File: config.mk
export PLATFORM = sky130hd
export DESIGN_NAME = ftm_channel
export DESIGN_NICKNAME = d
export VERILOG_FILES = /design/src/hdl/ftm_pkg.sv /design/src/hdl/ftm_div_stage.sv /design/src/hdl/ftm_channel.sv
export SDC_FILE = /design/constraint.sdc
export NUM_CORES = 2
export LEC_CHECK = 0
export ABC_AREA = 0
export BUFFER_PORTS_ARGS = -buffer_cell sky130_fd_sc_hd__buf_2
export CORE_AREA = 4 4 447 449
export DETAILED_ROUTE_END_ITERATION = 10
export DIE_AREA = 0 0 451 453
export SYNTH_ARGS = -nofsm -noshare
export SYNTH_HDL_FRONTEND = slang
export SYNTH_SLANG_ARGS = --single-unit
File: constraint.sdc
create_clock -name clk_i -period 8.1 [get_ports clk_i]
set_input_delay 0 -clock clk_i [delete_from_list [all_inputs] [get_ports clk_i]]
set_output_delay 0 -clock clk_i [all_outputs]
set_load 0.1 [all_outputs]
File: src/hdl/ftm_pkg.sv
`timescale 1ns / 1ps
// ----------------------------------------------------------------------------
// ftm_pkg
// Shared constants for the filmic tone map pixel pipeline.
// ----------------------------------------------------------------------------
package ftm_pkg;

  localparam int unsigned FracBits  = 16;
  localparam int unsigned ChanW     = 24;
  localparam int unsigned CoordW    = 12;
  localparam int unsigned LineW     = 13;
  localparam int unsigned OffW      = 26;
  localparam int unsigned ByteW     = 8;
  localparam int unsigned QBits     = 8;

  // Doubled channel below white point fits FracBits+1 bits
  localparam int unsigned YW        = FracBits + 1;
  localparam int unsigned Y2W       = 2 * YW;
  localparam int unsigned NumW      = Y2W + 8;
  localparam int unsigned DenW      = Y2W + 8;
  localparam int unsigned RemW      = NumW + 15;
  localparam int unsigned DivW      = DenW + 7;

  // Curve coefficients after clearing fractions
  localparam int unsigned KNumSq    = 210;
  localparam int unsigned KNumLin   = 25;
  localparam int unsigned KDenSq    = 75;
  localparam int unsigned KDenLin   = 250;
  localparam int unsigned KDenConst = 30;
  localparam int unsigned KScaleNum = 21165;
  localparam int unsigned KScaleDen = 89;

  localparam logic [LineW-1:0] LineWidthReset = LineW'(640);

  localparam int unsigned CurveStages = 4;
  localparam int unsigned NumStages   = CurveStages + QBits;

endpackage

File: src/hdl/ftm_div_stage.sv
`timescale 1ns / 1ps
// ----------------------------------------------------------------------------
// ftm_div_stage
// One restoring division step: resolves a single quotient bit.
// ----------------------------------------------------------------------------
module ftm_div_stage #(
  parameter int unsigned Bit = 0
) (
  input  logic                        clk_i,
  input  logic                        en_i,
  input  logic [ftm_pkg::RemW-1:0]    rem_i,
  input  logic [ftm_pkg::DivW-1:0]    div_i,
  input  logic [ftm_pkg::QBits-1:0]   quo_i,
  output logic [ftm_pkg::RemW-1:0]    rem_o,
  output logic [ftm_pkg::DivW-1:0]    div_o,
  output logic [ftm_pkg::QBits-1:0]   quo_o
);
  import ftm_pkg::*;

  logic [RemW-1:0]  shifted;
  logic             take;
  logic [RemW-1:0]  rem_d, rem_q;
  logic [DivW-1:0]  div_q;
  logic [QBits-1:0] quo_d, quo_q;

  // Compare remainder with the shifted divisor and subtract on success
  always_comb begin
    shifted = RemW'(div_i) << Bit;
    take    = (rem_i >= shifted);
    rem_d   = take ? (rem_i - shifted) : rem_i;
    quo_d   = quo_i;
    if (take) begin
      quo_d[Bit] = 1'b1;
    end
  end

  // Hold while the next stage is blocked
  always_ff @(posedge clk_i) begin
    if (en_i) begin
      rem_q <= rem_d;
      div_q <= div_i;
      quo_q <= quo_d;
    end
  end

  assign rem_o = rem_q;
  assign div_o = div_q;
  assign quo_o = quo_q;

endmodule

File: src/hdl/ftm_channel.sv
`timescale 1ns / 1ps
// ----------------------------------------------------------------------------
// ftm_channel
// Filmic curve of one color channel: curve terms over four stages, then an
// eight stage divider that yields the output byte.
// ----------------------------------------------------------------------------
module ftm_channel (
  input  logic                             clk_i,
  input  logic [ftm_pkg::NumStages-1:0]    en_i,
  input  logic [ftm_pkg::ChanW-1:0]        chan_i,
  output logic [ftm_pkg::ByteW-1:0]        byte_o
);
  import ftm_pkg::*;

  logic [YW-1:0]   y_q;
  logic            sat0_q, sat1_q, sat2_q;
  logic [YW-1:0]   y1_q;
  logic [Y2W-1:0]  y2_q;
  logic [NumW-1:0] num_d, num_q;
  logic [DenW-1:0] den_d, den_q;
  logic [RemW-1:0] rem_q;
  logic [DivW-1:0] div_q;

  logic [RemW-1:0]  rem_c [QBits+1];
  logic [DivW-1:0]  div_c [QBits+1];
  logic [QBits-1:0] quo_c [QBits+1];

  // Stage 0: double the channel, flag white point and above
  always_ff @(posedge clk_i) begin
    if (en_i[0]) begin
      sat0_q <= (chan_i[ChanW-1:FracBits] != '0);
      y_q    <= {chan_i[FracBits-1:0], 1'b0};
    end
  end

  // Stage 1: square
  always_ff @(posedge clk_i) begin
    if (en_i[1]) begin
      sat1_q <= sat0_q;
      y1_q   <= y_q;
      y2_q   <= Y2W'(y_q) * Y2W'(y_q);
    end
  end

  // Stage 2: numerator and denominator polynomials
  always_comb begin
    num_d = NumW'(y2_q) * NumW'(KNumSq)
          + ((NumW'(y1_q) * NumW'(KNumLin)) << FracBits);
    den_d = DenW'(y2_q) * DenW'(KDenSq)
          + ((DenW'(y1_q) * DenW'(KDenLin)) << FracBits)
          + (DenW'(KDenConst) << (2 * FracBits));
  end

  always_ff @(posedge clk_i) begin
    if (en_i[2]) begin
      sat2_q <= sat1_q;
      num_q  <= num_d;
      den_q  <= den_d;
    end
  end

  // Stage 3: scale; a zero divisor forces every quotient bit for saturation
  always_ff @(posedge clk_i) begin
    if (en_i[3]) begin
      rem_q <= RemW'(num_q) * RemW'(KScaleNum);
      div_q <= sat2_q ? '0 : DivW'(den_q) * DivW'(KScaleDen);
    end
  end

  assign rem_c[0] = rem_q;
  assign div_c[0] = div_q;
  assign quo_c[0] = '0;

  // Divider: most significant quotient bit first
  for (genvar j = 0; j < QBits; j++) begin : g_div
    ftm_div_stage #(
      .Bit (QBits - 1 - j)
    ) u_stage (
      .clk_i (clk_i),
      .en_i  (en_i[CurveStages + j]),
      .rem_i (rem_c[j]),
      .div_i (div_c[j]),
      .quo_i (quo_c[j]),
      .rem_o (rem_c[j+1]),
      .div_o (div_c[j+1]),
      .quo_o (quo_c[j+1])
    );
  end

  assign byte_o = quo_c[QBits];

endmodule

== Word-level counts from Yosys, hierarchy flattened ==
Cells that the tools add are included.

* Flip-flop bits (word level): 1035
* Bits of input ports: 37
* Output and inout bits: 8
* Logic and storage cells: 73

* Add/subtract/negate cells: 10
* Multipliers: 7
* Order comparisons: 8
* Multiplexer cells: 8
* Reductions and logical operators: 1

{| class="wikitable"
|+ Operator list
! cell !! number
|-
| $mux 57 || 7
|-
| $mul 32x7->39 const B || 2
|-
| $ge 57x49->1 || 1
|-
| $ge 57x50->1 || 1
|-
| $ge 57x51->1 || 1
|-
| $ge 57x52->1 || 1
|-
| $ge 57x53->1 || 1
|-
| $ge 57x54->1 || 1
|-
| $ge 57x55->1 || 1
|-
| $ge 57x56->1 || 1
|-
| $mul 42x15->57 const B || 1
|-
| $sub 57x50->57 || 1
|-
| $sub 57x51->57 || 1
|-
| $sub 57x52->57 || 1
|-
| $sub 57x53->57 || 1
|-
| $sub 57x54->57 || 1
|-
| $sub 57x55->57 || 1
|-
| $sub 57x56->57 || 1
|-
| $mul 42x7->49 const B || 1
|-
| $add 41x41->42 || 1
|-
| $add 42x37->42 const B || 1
|-
| $add 42x38->42 || 1
|-
| $mul 16x16->32 || 1
|-
| $mul 16x7->23 const B || 1
|-
| other kinds (3) || 3
|}

== Logic depth before layout (Yosys ltp) ==
* Depth after elaboration: 3
* Gate-level depth with buffers: 32
* Depth with buffers taken out: 32

== Modules after synthesis ==
Synthesis repeated with hierarchy kept, for this count alone.

* Cells, all modules: 10156
* Area total of the unflattened synthesis: 101019.4 µm²

{| class="wikitable"
|+ Modules (own cells, without submodules)
! module !! times used !! cells an instance !! area an instance (µm²) !! sequential area each (µm²)
|-
| ftm_channel || 1 || 4378 || 42921.2 || 7176.9
|-
| ftm_div_stage at g_div[1].u_stage || 1 || 713 || 7333.3 || 3423.3
|-
| ftm_div_stage at g_div[3].u_stage || 1 || 729 || 7310.8 || 3423.3
|-
| ftm_div_stage at g_div[4].u_stage || 1 || 743 || 7287.0 || 3423.3
|-
| ftm_div_stage at g_div[7].u_stage || 1 || 720 || 7283.2 || 3423.3
|-
| ftm_div_stage at g_div[5].u_stage || 1 || 737 || 7275.7 || 3423.3
|-
| ftm_div_stage at g_div[0].u_stage || 1 || 724 || 7248.2 || 3423.3
|-
| ftm_div_stage at g_div[6].u_stage || 1 || 722 || 7228.2 || 3423.3
|-
| ftm_div_stage at g_div[2].u_stage || 1 || 690 || 7131.8 || 3423.3
|}

== Least setup slack after synthesis ==
No wires, ideal clock.

* Path kind: register -> register
* Start point: register y2_q[15]
* End point: register den_q[41], data pin
* Setup time: 258 ps
* Arrival: 7038 ps
* Required time: 7842 ps
* Path slack: 804 ps
* Cell stages (with the launch flop): 30
* Path buffers: 0
* Clock period less this slack: 7296 ps
* Path through: edfxtp_1 -> ha_1 -> ha_1 -> fa_1 -> inv_1 -> fa_1 -> inv_1 -> ha_1 -> a21oi_1 -> o21ai_0 -> a21o_1 -> a21o_1 -> a221oi_1 -> a2bb2oi_1 -> o311ai_0 -> o31a_1 -> a21o_1 -> a21oi_1 -> xnor2_1 -> ha_1 -> ha_1 -> a21o_1 -> or3_1 -> o311ai_0 -> a21boi_0 -> o21a_1 -> o41ai_1 -> o2111ai_1 -> a21oi_1 -> xnor2_1

* Cells in the longest elaborated chain, start to end: 3

{| class="wikitable"
|+ Ends and longest elaborated chain
! item !! line !! RTL
|-
| from (decl) || ftm_channel.sv:18 || <nowiki>logic [Y2W-1:0] y2_q;</nowiki>
|-
| from (signal assigned) || ftm_channel.sv:41 || <nowiki>y2_q <= Y2W'(y_q) * Y2W'(y_q);</nowiki>
|-
| $mul 32x7->39 || ftm_channel.sv:49 || <nowiki>den_d = DenW'(y2_q) * DenW'(KDenSq)</nowiki>
|-
| $add 41x41->42 || ftm_channel.sv:50 || <nowiki>+ ((DenW'(y1_q) * DenW'(KDenLin)) << FracBits)</nowiki>
|-
| $add 42x37->42 || ftm_channel.sv:51 || <nowiki>+ (DenW'(KDenConst) << (2 * FracBits));</nowiki>
|-
| named net den_d[41] || ftm_channel.sv:20 || <nowiki>logic [DenW-1:0] den_d, den_q;</nowiki>
|-
| to (signal assigned) || ftm_channel.sv:58 || <nowiki>den_q <= den_d;</nowiki>
|-
| to (decl) || ftm_channel.sv:20 ||
|}

The timed path passes the listed nets, and every way through them passes these cells.
A chain may end at the register's enable or synchronous reset.

== Final worst setup path ==
* Start point: register y2_q[13]
* End point: register den_q[41], data pin

Same word-level chain as after synthesis.

==> metrics <==
outcome completed; Initial Utilization 44.6%; part of the cycle the worst path needs 93.4%; first-pass GRT wire length between 300,000 and 400,000 µm; global router's overall resource usage 19.6%; Critical Path Fanout Max 5; Reg clk slew, reported paths around 60 ps; DRC 0; CTS Buf Count around 110; Synth Instances 8,662; Fill cells approximately 18,000; I/O pins 45; clock buffer depth 3; crit end category register; hold crit path type in -> reg; initial antenna violation count 0; Final GP Congestion ~0.96; Post-DRT Antenna Nets 0; Antenna diodes 0; number of flops mapped to enable cells by yosys a little under 1,000; H-tree depth 3; CP required about 8600 ps; # Max-Cap Violations 0; RSZ-0062 raised after global routing false; Fin. Hold Viols 0; Post-Syn Area 87,500 µm²; drt initial violations about 2,600; Sinks on Clock Net 970; CP max stage cell fa_1; most frequent CP cell ha_1; P&R area growth vs syn 9.01%; Slew HR about an eighth; crit path kind reg -> reg; Die X-Extent between 400 and 500 µm; Synth Warn # 0; Startpoint Class register; post-synthesis sequential area ratio roughly 33%; grt total ovfl 0; hpwl dp ~170,000 µm; fin area approximately 95,000 µm²; reg2reg path depth 32; Placed Area 91,100 µm²; met2 routed WL ~100,000 µm; worst-margin pin slew approximately 1300 ps; WL met1 79,300 µm; TritonRoute pass-1 iters 5; Setup violations, final 0; vias per inst just over 5; final setup TNS 0 ps; Buffers on Ports 44; top layer in use met4; Final #Nets between 10,000 and 15,000; Worst Hold Depth 4; max-slew violation count 0; #FFs+latches synth slightly below 1,000; r2r setup slk ~540 ps; routed wire length 198,000 µm; Vias a little under 60,000; Root Buffer clkbuf_16; wire length on met3 roughly 4500 µm; core area between 150,000 and 200,000 µm²; full die area 204,000 µm²; clock skew 41.6 ps; largest net degree at the start of global routing just over 90; most common cell after layout, fill and taps aside inv_1; die height between 400 and 500 µm; most frequent cells in the layout 1,762 x inv_1, 1,150 x ha_1, 970 x edfxtp_1; Syn Nets ~10,000; vias in the first global route around 63,000; TritonCTS clock tree yes; fmax between 100 and 150 MHz; site row count 163; Synth cell types just under 80; Critical Path Max Stage Delay between 500 and 600 ps; worst path arrival time about 8000 ps; Most used DFF post-synth edfxtp_1; syn avg cell area just over 10 µm²; async set or reset register ratio after synthesis 0%; fraction of layout cells with a size suffix above 1 4.58%; wire length per cell 17.2 µm; clock latency reported for the late side of the worst-skew pair 740 ps; Min Clock Period, post-route ~7600 ps
-- per-layer routing --
layer	vias to the layer above	track usage (%)
li1	29762	-
met1	28549	21.8
met2	908	37.7
met3	408	1.91
met4	0	8.76
met5	-	0
-- through the flow --
| stage | setup WS [ps] | hold WS (ps) | std cells | util [%] |
|---|---|---|---|---|
| after floorplan | 804 | 98.9 | 8662 | - |
| after global placement | 152 | 178 | 11280 | 46.4 |
| after detailed placement | 90.3 | 178 | 11280 | 46.5 |
| after CTS | 66.2 | 28.2 | 11530 | 48.6 |
| after global routing | 14.2 | 76.3 | 11532 | 48.6 |
| final | 537 | 101 | 11532 | 48.6 |
-- cells in the mapped netlist, types with 20 or more instances --
master    instances  share of area [%]
inv_1          1762                7.6
ha_1           1150                 16
edfxtp_1        970                 33
fa_1            607                 14
a21oi_1         532                3.0
nand2_1         506                2.2
o21ai_0         466                2.7
nor2_1          368                1.6
a21o_1          316                2.7
xnor2_1         310                3.1
xor2_1          229                2.3
clkbuf_1        108               0.46
nand3_1         104               0.59
nor3_1          102               0.58
and2_1           94               0.67
nor2b_1          83               0.59
o21a_1           83               0.71
o21bai_1         81               0.69
nand2b_1         71               0.51
nand4_1          65               0.46
and3_1           63               0.45
mux2_2           56               0.72
a31oi_1          53               0.38
o31ai_1          44               0.38
a211oi_1         37               0.32
or3_1            31               0.22
a21boi_0         28               0.24
nor4_1           27               0.19
or2_2            20               0.14
-- worst paths after layout --
| path | startpoint | to |
|---|---|---|
| worst max-delay path | y2_q[13]$_DFFE_PP_ | den_q[41]$_DFFE_PP_ |
| worst min-delay path | chan_i[18] | sat0_q$_DFFE_PP_ |
| worst max register to register | y2_q[13]$_DFFE_PP_ | den_q[41]$_DFFE_PP_ |
| worst min register to register | g_div[4].u_stage.quo_o[3]$_SDFFCE_PN1P_ | g_div[5].u_stage.quo_o[3]$_DFFE_PP_ |
-- logic make-up (layout without fill, tap and decap cells) --
family                   Yosys count  after routing  synth area share (%)
AO/OA/AOI/OAI                   1837           1837                  13.1
XOR/XNOR                         539            539                  5.39
adder cells (fa/ha/maj)         1757           1757                  30.3
buffers and inverters           1898           2128                  8.18
flip-flops                       970            970                  33.3
multiplexers                      77             77                  1.06
AND/OR/NAND/NOR                 1584           1584                  8.65
-- layout make-up --
| class | instances | area, µm² | share of cell area (%) |
|---|---|---|---|
| Multi-Input combinational cell | 5794 | 51400 | 53.8 |
| Sequential cell | 970 | 29100 | 30.5 |
| Tap cell | 2640 | 3300 | 3.46 |
| Clock inverter | 69 | 831 | 0.871 |
| Inverter | 1763 | 6620 | 6.94 |
| Timing Repair Buffer | 162 | 1250 | 1.31 |
| Clock buffer | 134 | 2930 | 3.07 |
-- worst max-delay path, delay by kind of cell (launching register included) --
family	cells	cell delay, ps
fa+ha+maj	7	2600
compound gates	16	3280
simple gates	3	230
xor+xnor	2	250
flops	1	470
buf+inv	4	500
-- what timing repair did --
item / 4_1_cts / 5_1_grt
hold buffers: 47 / 0
endpoints found under the hold margin: 404 / 0
buffers inserted: 0 / 2
setup endpoints to repair: 0 / 4
gates resized for setup: 0 / 8
-- state kept, by name, summed over array words and instances (netlist names) --
name / count
g_div.u_stage.rem_o: 373
g_div.u_stage.div_o: 322
rem_q: 53
div_q: 46
den_q: 39
g_div.u_stage.quo_o: 36
num_q: 36
y2_q: 30
y1_q: 16
y_q: 16
sat0_q: 1
sat1_q: 1
sat2_q: 1
Power is left out: the tool's default activity adds up to more than one toggle a clock period on the data nets, which glitch-free logic cannot reach.
